===== src/hw/rtl/hmm_mel_pkg.sv =====
`default_nettype none

package hmm_mel_pkg;

  // topology limits
  localparam int unsigned MaxStates = 16;
  localparam int unsigned MaxEdges  = 64;

  // derived widths
  localparam int unsigned StIdxW   = $clog2(MaxStates);
  localparam int unsigned StCntW   = $clog2(MaxStates + 1);
  localparam int unsigned EdgeIdxW = $clog2(MaxEdges);
  localparam int unsigned EdgeCntW = $clog2(MaxEdges + 1);
  localparam int unsigned DistW    = $clog2(MaxStates + 1);
  localparam int unsigned EdgeW    = 2 * StIdxW;

  // item kinds
  localparam logic ActState = 1'b0;
  localparam logic ActEdge  = 1'b1;

  // sequencer states
  typedef enum logic [2:0] {
    ST_LOAD,
    ST_INIT,
    ST_EDGE_RD,
    ST_DIST_RD,
    ST_RELAX,
    ST_FIN_RD,
    ST_FIN
  } state_e;

  // per-cycle controls from the sequencer
  typedef struct packed {
    logic load;
    logic init;
    logic edge_rd;
    logic dist_rd;
    logic relax;
    logic fin_rd;
    logic fin;
  } ctrl_t;

endpackage

`default_nettype wire


===== src/hw/rtl/hmm_topology_min_emitting_length.sv =====
// Minimum emitting length of one HMM topology.
// Input channel (in_valid_i / in_stall_o): one load item per cycle while
// in_stall_o is low. A state item sets whether a state emits, an edge item
// appends a transition to the edge memory (edges past the memory depth are
// dropped). The item with last_i set is stored like the others and then starts the relaxation.
// Relaxation: one shared compare/add unit visits the stored edges in order,
// each edge through an edge memory read, a distance memory read and a
// compare/write, and repeats full passes until a pass changes nothing, with
// at most one pass per state (the pass that changes nothing included). The
// block stalls its input while it relaxes.
// Output channel (out_valid_o / out_stall_i): one item per last item, holding
// min_length_o and reachable_o in an output register. While it waits, load
// items are still taken; only a new last item is held off until it leaves.
// After each result the emit flags and the edge and state counts return to their reset values.
// Reset: asynchronous, active low; the block comes up empty and ready.
`default_nettype none

module hmm_topology_min_emitting_length (
  input  wire logic                                clk_i,
  input  wire logic                                rst_ni,
  input  wire logic                                in_valid_i,
  output logic                                     in_stall_o,
  input  wire logic                                action_i,
  input  wire logic [hmm_mel_pkg::StIdxW-1:0]      state_index_i,
  input  wire logic [hmm_mel_pkg::StIdxW-1:0]      target_state_i,
  input  wire logic                                emitting_i,
  input  wire logic                                last_i,
  output logic                                     out_valid_o,
  input  wire logic                                out_stall_i,
  output logic [hmm_mel_pkg::DistW-1:0]            min_length_o,
  output logic                                     reachable_o
);

  localparam int unsigned StIdxW   = hmm_mel_pkg::StIdxW;
  localparam int unsigned StCntW   = hmm_mel_pkg::StCntW;
  localparam int unsigned EdgeIdxW = hmm_mel_pkg::EdgeIdxW;
  localparam int unsigned EdgeCntW = hmm_mel_pkg::EdgeCntW;
  localparam int unsigned DistW    = hmm_mel_pkg::DistW;
  localparam int unsigned EdgeW    = hmm_mel_pkg::EdgeW;
  localparam int unsigned NSt      = hmm_mel_pkg::MaxStates;
  localparam int unsigned NEdge    = hmm_mel_pkg::MaxEdges;

  hmm_mel_pkg::state_e state_q, state_d;
  hmm_mel_pkg::ctrl_t  ctrl;

  logic                  in_acc;
  logic [NSt-1:0]        emit_q;
  logic [NSt-1:0]        dist_vld_q;
  logic [EdgeCntW-1:0]   edge_cnt_q;
  logic [StCntW-1:0]     st_cnt_q;
  logic [EdgeIdxW-1:0]   edge_idx_q;
  logic                  changed_q;
  logic                  out_vld_q;
  logic [DistW-1:0]      out_len_q;
  logic                  out_reach_q;

  // memories
  logic [EdgeW-1:0]      edge_mem [NEdge];
  logic [EdgeW-1:0]      edge_rd_q;
  logic [DistW-1:0]      dist_mem [NSt];
  logic [DistW-1:0]      dist_a_q, dist_b_q;
  logic                  vld_a_q, vld_b_q;

  logic                  edge_we;
  logic [EdgeW-1:0]      edge_wdata;
  logic [StIdxW-1:0]     e_src, e_dst, fin_st;
  logic [StIdxW-1:0]     raddr_a;
  logic                  dist_we;
  logic [StIdxW-1:0]     dist_waddr;
  logic [DistW-1:0]      dist_wdata;
  logic [DistW-1:0]      cand;
  logic                  better;
  logic                  last_edge;
  logic                  no_edges;
  logic [StCntW-1:0]     idx_cnt, tgt_cnt, st_cnt_d;

  // handshake
  assign in_stall_o  = (state_q != hmm_mel_pkg::ST_LOAD) || (out_vld_q && last_i);
  assign in_acc      = in_valid_i && !in_stall_o;
  assign out_valid_o = out_vld_q;
  assign min_length_o = out_len_q;
  assign reachable_o  = out_reach_q;

  // edge fields and derived indexes
  assign e_src     = edge_rd_q[StIdxW-1:0];
  assign e_dst     = edge_rd_q[EdgeW-1:StIdxW];
  assign fin_st    = (st_cnt_q == '0) ? '0 : StIdxW'(st_cnt_q - StCntW'(1));
  assign raddr_a   = ctrl.fin_rd ? fin_st : e_src;
  assign last_edge = ({1'b0, edge_idx_q} == EdgeCntW'(edge_cnt_q - EdgeCntW'(1)));
  assign no_edges  = (edge_cnt_q == '0);

  // candidate length through the current edge
  assign cand   = dist_a_q + DistW'(emit_q[e_dst]);
  assign better = vld_a_q && (!vld_b_q || (cand < dist_b_q));

  // load path
  assign edge_we    = ctrl.load && in_acc && (action_i == hmm_mel_pkg::ActEdge) &&
                      (edge_cnt_q < EdgeCntW'(NEdge));
  assign edge_wdata = {target_state_i, state_index_i};
  assign idx_cnt    = StCntW'(state_index_i) + StCntW'(1);
  assign tgt_cnt    = StCntW'(target_state_i) + StCntW'(1);

  // state count: grows on loads, back to zero with the result
  always_comb begin
    st_cnt_d = st_cnt_q;
    if (ctrl.fin) begin
      st_cnt_d = '0;
    end else if (ctrl.load && in_acc) begin
      if (action_i == hmm_mel_pkg::ActState) begin
        if (idx_cnt > st_cnt_d) st_cnt_d = idx_cnt;
      end else if (edge_we) begin
        if (idx_cnt > st_cnt_d) st_cnt_d = idx_cnt;
        if (tgt_cnt > st_cnt_d) st_cnt_d = tgt_cnt;
      end
    end
  end

  // distance write port
  always_comb begin
    dist_we    = 1'b0;
    dist_waddr = e_dst;
    dist_wdata = cand;
    if (ctrl.init) begin
      dist_we    = 1'b1;
      dist_waddr = '0;
      dist_wdata = DistW'(emit_q[0]);
    end else if (ctrl.relax && better) begin
      dist_we = 1'b1;
    end
  end

  // sequencer next state
  always_comb begin
    state_d = state_q;
    case (state_q)
      hmm_mel_pkg::ST_LOAD: begin
        if (in_acc && last_i) state_d = hmm_mel_pkg::ST_INIT;
      end
      hmm_mel_pkg::ST_INIT: begin
        state_d = no_edges ? hmm_mel_pkg::ST_FIN_RD : hmm_mel_pkg::ST_EDGE_RD;
      end
      hmm_mel_pkg::ST_EDGE_RD: state_d = hmm_mel_pkg::ST_DIST_RD;
      hmm_mel_pkg::ST_DIST_RD: state_d = hmm_mel_pkg::ST_RELAX;
      hmm_mel_pkg::ST_RELAX: begin
        if (!last_edge) begin
          state_d = hmm_mel_pkg::ST_EDGE_RD;
        end else if (changed_q || better) begin
          state_d = hmm_mel_pkg::ST_EDGE_RD;
        end else begin
          state_d = hmm_mel_pkg::ST_FIN_RD;
        end
      end
      hmm_mel_pkg::ST_FIN_RD: state_d = hmm_mel_pkg::ST_FIN;
      hmm_mel_pkg::ST_FIN:    state_d = hmm_mel_pkg::ST_LOAD;
      default:                state_d = hmm_mel_pkg::ST_LOAD;
    endcase
  end

  // sequencer outputs
  always_comb begin
    ctrl = '0;
    case (state_q)
      hmm_mel_pkg::ST_LOAD:    ctrl.load    = 1'b1;
      hmm_mel_pkg::ST_INIT:    ctrl.init    = 1'b1;
      hmm_mel_pkg::ST_EDGE_RD: ctrl.edge_rd = 1'b1;
      hmm_mel_pkg::ST_DIST_RD: ctrl.dist_rd = 1'b1;
      hmm_mel_pkg::ST_RELAX:   ctrl.relax   = 1'b1;
      hmm_mel_pkg::ST_FIN_RD:  ctrl.fin_rd  = 1'b1;
      hmm_mel_pkg::ST_FIN:     ctrl.fin     = 1'b1;
      default:                 ctrl         = '0;
    endcase
  end

  // control registers
  always_ff @(posedge clk_i or negedge rst_ni) begin
    if (!rst_ni) begin
      state_q     <= hmm_mel_pkg::ST_LOAD;
      emit_q      <= '0;
      dist_vld_q  <= '0;
      edge_cnt_q  <= '0;
      st_cnt_q    <= '0;
      edge_idx_q  <= '0;
      changed_q   <= 1'b0;
      out_vld_q   <= 1'b0;
    end else begin
      state_q  <= state_d;
      st_cnt_q <= st_cnt_d;
      // load items
      if (ctrl.load && in_acc && (action_i == hmm_mel_pkg::ActState)) begin
        emit_q[state_index_i] <= emitting_i;
      end
      if (edge_we) edge_cnt_q <= edge_cnt_q + EdgeCntW'(1);
      // start of relaxation: only the start state is reached
      if (ctrl.init) begin
        dist_vld_q    <= NSt'(1);
        edge_idx_q    <= '0;
        changed_q     <= 1'b0;
      end
      // step through edges, one pass after another
      if (ctrl.relax) begin
        if (better) dist_vld_q[e_dst] <= 1'b1;
        if (last_edge) begin
          edge_idx_q <= '0;
          changed_q  <= 1'b0;
        end else begin
          edge_idx_q <= edge_idx_q + EdgeIdxW'(1);
          changed_q  <= changed_q || better;
        end
      end
      // result out, store back to empty
      if (ctrl.fin) begin
        out_vld_q  <= 1'b1;
        emit_q     <= '0;
        edge_cnt_q <= '0;
      end else if (out_vld_q && !out_stall_i) begin
        out_vld_q <= 1'b0;
      end
    end
  end

  // output payload
  always_ff @(posedge clk_i) begin
    if (ctrl.fin) begin
      out_reach_q <= vld_a_q;
      out_len_q   <= vld_a_q ? dist_a_q : '0;
    end
  end

  // edge memory, one write and one registered read
  always_ff @(posedge clk_i) begin
    if (edge_we) edge_mem[edge_cnt_q[EdgeIdxW-1:0]] <= edge_wdata;
    if (ctrl.edge_rd) edge_rd_q <= edge_mem[edge_idx_q];
  end

  // distance memory, one write and two registered reads
  always_ff @(posedge clk_i) begin
    if (dist_we) dist_mem[dist_waddr] <= dist_wdata;
    if (ctrl.dist_rd || ctrl.fin_rd) begin
      dist_a_q <= dist_mem[raddr_a];
      dist_b_q <= dist_mem[e_dst];
      vld_a_q  <= dist_vld_q[raddr_a];
      vld_b_q  <= dist_vld_q[e_dst];
    end
  end

  // checks
  a_out_from_fin: assert property (@(posedge clk_i) disable iff (!rst_ni)
    $rose(out_vld_q) |-> $past(state_q == hmm_mel_pkg::ST_FIN))
    else $error("result item raised outside the finish step");

  a_busy_stalls: assert property (@(posedge clk_i) disable iff (!rst_ni)
    (state_q != hmm_mel_pkg::ST_LOAD) |-> in_stall_o)
    else $error("input taken while relaxation runs");

  a_edge_cnt_max: assert property (@(posedge clk_i) disable iff (!rst_ni)
    edge_cnt_q <= EdgeCntW'(NEdge))
    else $error("edge count past memory depth");

  a_clear_after: assert property (@(posedge clk_i) disable iff (!rst_ni)
    (state_q == hmm_mel_pkg::ST_FIN) |=> (edge_cnt_q == '0 && st_cnt_q == '0 && emit_q == '0))
    else $error("store not cleared after result");

endmodule

`default_nettype wire

===== config.mk =====
export PLATFORM = sky130hd
export DESIGN_NAME = hmm_topology_min_emitting_length
export DESIGN_NICKNAME = d
export VERILOG_FILES = /design/src/hw/rtl/hmm_mel_pkg.sv /design/src/hw/rtl/hmm_topology_min_emitting_length.sv
export SDC_FILE = /design/constraint.sdc
export NUM_CORES = 1
export LEC_CHECK = 0
export BUFFER_PORTS_ARGS = -buffer_cell sky130_fd_sc_hd__clkbuf_2
export CAP_MARGIN = 20
export CORE_MARGIN = 2
export CORE_UTILIZATION = 66
export CTS_CLUSTER_SIZE = 40
export DETAILED_ROUTE_END_ITERATION = 8
export GPL_ROUTABILITY_DRIVEN = 0
export PLACE_DENSITY = 0.83
export SYNTH_ARGS = -nofsm -noshare
export SYNTH_HDL_FRONTEND = slang
export SYNTH_SLANG_ARGS = --single-unit
export TNS_END_PERCENT = 5

===== constraint.sdc =====
create_clock -name clk_i -period 11.1 [get_ports clk_i]
set_clock_uncertainty 0.2 [all_clocks]
set_input_delay 0.555 -clock clk_i [delete_from_list [all_inputs] [get_ports clk_i]]
set_output_delay 0.555 -clock clk_i [all_outputs]
set_load 0.005 [all_outputs]

==> impl_metrics.json <==
{
  "initial_antenna_violation_count": 0,
  "critPathLaunchType": "register",
  "design.final.nets": 1626,
  "max-slew-margin-rel_pct": 29.6,
  "clk_transition_reported_paths_ps": 60,
  "cts_resized": 0,
  "power.static_leakage_nw": 10.1,
  "min_delay_path_depth": 3,
  "worst-endpoint-arrival_ps": 5200,
  "dr.first_iter.drc_count": 2008,
  "reg2reg_to": "dist_mem[0][4]",
  "wl_per_cell_microns": 28.9,
  "ctsLongestPathBuffers": 3,
  "yosys.cell_types.count": 66,
  "slew_at_the_pin_closest_to_its_max_slew_limit_ps": 1050,
  "post-route-util_pct": 73.6,
  "finalWirelength_microns": 63000,
  "synth_async_sr_flop_share_pct": 8.17,
  "detailed_place_hpwl_microns": 38500,
  "synth.cell_area_sq_um": 28400,
  "synth.avg_cell_area_sq_um": 18.2,
  "syn_inst": 1555,
  "io_buffers": 22,
  "synthToLayoutAreaGrowth_pct": 9.53,
  "cts_buffers": 66,
  "synth-warning-count": 0,
  "fmax_ghz": 0.193,
  "dp_slack_ps": 5940,
  "dp.cells": 2048,
  "initial_utilization_pct": 67.2,
  "worstSkewPairLatency_ps": 600,
  "ff2ff_path_depth": 13,
  "ant_nets": 0,
  "synth_top_flop_cell": "sky130_fd_sc_hd__edfxtp_1",
  "avgViaCountPerCell": 6.97,
  "worst_voltage_drop_across_the_vdd_grid_mv": 0.167,
  "timing.critical_path.required_ps": 11130,
  "tightest_hold_check_type": "input port to register",
  "share_of_post_route_cells_with_drive_strength_above_1_pct": 21.6,
  "fp.dieH_microns": 211,
  "p_per_area_nw_per_um2": 216,
  "timing.hold.worst.start": "emitting_i",
  "largest_net_degree_at_the_start_of_global_routing": 69,
  "total_routing_resource_utilization_after_global_routing_pct": 29.5,
  "vias_in_the_first_global_route": 15300,
  "ys_seq_area_share_pct": 70.3,
  "timing.final.max_slew_violations": 0,
  "report.final.setup_viol": 0,
  "drt_pass1_iterations": 6,
  "synth.ff_latch_count": 673,
  "vias": 15200,
  "design.core.area_sq_um": 42200,
  "cts.sinks": 673,
  "drc_violations_left": 0,
  "multi_input_area_sq_um": 7910,
  "fin_crit_sh_pct": 46.6,
  "yosys.area.top_type_share_pct": 65.4,
  "ctsHtreeMaxLevel": 3,
  "post_layout_nonfiller_instances": 2176,
  "num_rows": 75,
  "whs_endpoint": "emit_q[9]",
  "tns_ps": 0,
  "post_synth_edffs": 618,
  "cp_max_fo": 32,
  "worstSetupPathType": "register to register",
  "hold_violations": 0,
  "num_antenna_cells": 0,
  "clock-root-buffer": "sky130_fd_sc_hd__clkbuf_16",
  "run_status": "finished, final reports clean",
  "cts_setup_buffers": 0,
  "grt_setup_unrepaired": "no",
  "max_cap_viol_count": 0,
  "mappedNetlistNets": 1596,
  "post-synth-top-area-cell": "sky130_fd_sc_hd__edfxtp_1",
  "min_period_ps": 5170,
  "synth.top_cells.by_area": "sky130_fd_sc_hd__edfxtp_1 65%, sky130_fd_sc_hd__mux4_2 15%, sky130_fd_sc_hd__dfrtp_1 4.9%, sky130_fd_sc_hd__mux2i_1 1.8%, sky130_fd_sc_hd__nor2_1 1.3%",
  "chipWidth_microns": 211,
  "area.sequential_sq_um": 19900,
  "worst-r2r-setup-slack_ps": 5930,
  "critPathCaptureType": "register",
  "cts_tree": "built",
  "grt_pass1_wl_microns": 96100,
  "timing.final.ws_setup_ps": 5930,
  "grt_overflow_total": 0,
  "fp.dieArea_sq_um": 44700,
  "ioPinCount": 23,
  "num-fill-cells": 2319,
  "regToRegStartpoint": "edge_rd_q[4]"
}
==> worst max-delay path: stages, from the launching register on <==
cell                       delay, ps
sky130_fd_sc_hd__edfxtp_1        320
sky130_fd_sc_hd__buf_4           480
sky130_fd_sc_hd__mux4_2          580
sky130_fd_sc_hd__mux4_2          480
sky130_fd_sc_hd__ha_1            210
sky130_fd_sc_hd__ha_1            210
sky130_fd_sc_hd__nand3_1         110
sky130_fd_sc_hd__xnor2_1         150
sky130_fd_sc_hd__ha_1            280
sky130_fd_sc_hd__a21oi_1         170
sky130_fd_sc_hd__o221ai_1        130
sky130_fd_sc_hd__buf_4           230
sky130_fd_sc_hd__or4_1           610
sky130_fd_sc_hd__o21ai_0         610
==> synth_stat cells, types with 4 or more instances <==
master and number:
sky130_fd_sc_hd__buf_1 19, sky130_fd_sc_hd__a21oi_1 39, sky130_fd_sc_hd__buf_4 5, sky130_fd_sc_hd__xnor2_1 10
sky130_fd_sc_hd__nor4_1 10, sky130_fd_sc_hd__nand2b_1 16, sky130_fd_sc_hd__nor3_1 9, sky130_fd_sc_hd__nand4_1 6
sky130_fd_sc_hd__and2_1 14, sky130_fd_sc_hd__nand3_1 32, sky130_fd_sc_hd__clkbuf_1 40, sky130_fd_sc_hd__o221ai_1 7
sky130_fd_sc_hd__buf_6 5, sky130_fd_sc_hd__nand3b_1 5, sky130_fd_sc_hd__ha_1 26, sky130_fd_sc_hd__or2_2 7
sky130_fd_sc_hd__dfrtp_1 55, sky130_fd_sc_hd__xor2_1 7, sky130_fd_sc_hd__o21ai_0 24, sky130_fd_sc_hd__edfxtp_1 618
sky130_fd_sc_hd__o211ai_1 7, sky130_fd_sc_hd__buf_2 21, sky130_fd_sc_hd__a21o_1 14, sky130_fd_sc_hd__or3_1 6
sky130_fd_sc_hd__a221o_1 7, sky130_fd_sc_hd__nor2b_1 6, sky130_fd_sc_hd__or4_1 4, sky130_fd_sc_hd__nor2_1 102
sky130_fd_sc_hd__mux4_2 188, sky130_fd_sc_hd__mux2i_1 51, sky130_fd_sc_hd__nand2_1 86, sky130_fd_sc_hd__inv_1 30
sky130_fd_sc_hd__and3_1 6, sky130_fd_sc_hd__a22oi_1 20, sky130_fd_sc_hd__a32o_1 10
==> flip-flops by register name, summed over array words and instances (netlist names) <==
| name | cells |
|---|---|
| state_q | 3 |
| vld_a_q | 1 |
| dist_mem | 80 |
| edge_cnt_q | 7 |
| min_length_o | 5 |
| vld_b_q | 1 |
| edge_mem | 512 |
| out_valid_o | 1 |
| dist_vld_q | 16 |
| emit_q | 16 |
| edge_idx_q | 6 |
| changed_q | 1 |
| st_cnt_q | 5 |
| reachable_o | 1 |
| dist_b_q | 5 |
| dist_a_q | 5 |
| edge_rd_q | 8 |
==> stage by stage <==
stage / total power (W) / cell area (sq um) / hold WS, ps
2_1_floorplan: 0.00413 / 28400 / 59.4
3_3_place_gp: 0.00450 / 28900 / 265
3_5_place_dp: 0.00455 / 28900 / 298
4_1_cts: 0.00672 / 31000 / 156
5_1_grt: 0.00693 / 31100 / 203
6_report: 0.00672 / 31100 / 184
==> cell usage in the layout, fill, tap and decap left out, types with 15 or more instances in the layout <==
cell	count
sky130_fd_sc_hd__mux4_2	188
sky130_fd_sc_hd__a22oi_1	20
sky130_fd_sc_hd__mux2i_1	51
sky130_fd_sc_hd__edfxtp_1	618
sky130_fd_sc_hd__clkbuf_16	67
sky130_fd_sc_hd__dfrtp_1	51
sky130_fd_sc_hd__nand2b_1	16
sky130_fd_sc_hd__nor2_1	102
sky130_fd_sc_hd__clkinv_1	15
sky130_fd_sc_hd__nand2_1	86
sky130_fd_sc_hd__inv_1	30
sky130_fd_sc_hd__buf_4	23
sky130_fd_sc_hd__a21oi_1	39
sky130_fd_sc_hd__ha_1	26
sky130_fd_sc_hd__clkbuf_2	25
sky130_fd_sc_hd__o21ai_0	24
sky130_fd_sc_hd__nand3_1	32
==> power by group <==
| group | total [W] | switching [W] | internal (W) |
|---|---|---|---|
| clock | 0.00218 | 0.000936 | 0.00125 |
| sequential | 0.00310 | 0.000136 | 0.00296 |
| combinational | 0.00144 | 0.000842 | 0.000596 |
==> final cells by class <==
cell class              count  area share (%)
multi-input cells         761            25.4
well taps                 539            2.17
clock inverters            40            1.14
repair buffers             52            1.06
inverters                  31           0.375
flip-flops and latches    673            64.2
clock buffers              80            5.62
==> per-layer routing <==
layer / vias up / GRT usage (%) / part of all wire [%]
met1: 7790 / 40.6 / 38
met5: - / 0 / 0
met2: 889 / 48.7 / 51
met3: 149 / 5.96 / 9.0
li1: 6345 / - / -
met4: 0 / 9.01 / 2.9
==> worst max path at each step <==
stage	startpoint	end	slack, ps	cells past startpoint
6_report	edge_rd_q[4]	dist_mem[0][4]	5930	13
4_1_cts	edge_rd_q[4]	dist_mem[0][2]	5900	13
5_1_grt	edge_rd_q[4]	dist_mem[0][4]	5660	13
3_5_place_dp	edge_rd_q[4]	dist_mem[0][0]	5940	13
2_1_floorplan	edge_rd_q[4]	dist_mem[0][0]	6250	12
3_3_place_gp	edge_rd_q[4]	dist_mem[0][3]	6080	12
==> logic make-up (layout without fill, tap and decap cells) <==
group                      count (synthesis)  after routing  share of synthesized area [%]
DFF                                      673            673                           70.3
AOI/OAI and AO/OA                        158            158                           3.99
adders and majority gates                 26             26                           1.15
muxes                                    240            240                           16.8
buffers and inverters                    121            203                           1.89
xor gates and xnor gates                  17             17                          0.525
and+or+nand+nor                          320            320                           5.40
==> repair_timing <==
action | in CTS | in global routing
hold buffers | 2 | 0
endpoints found under the hold margin | 56 | 0
endpoints found under the setup margin | 0 | 0
No activity file was read; power rests on OpenSTA's default activity.
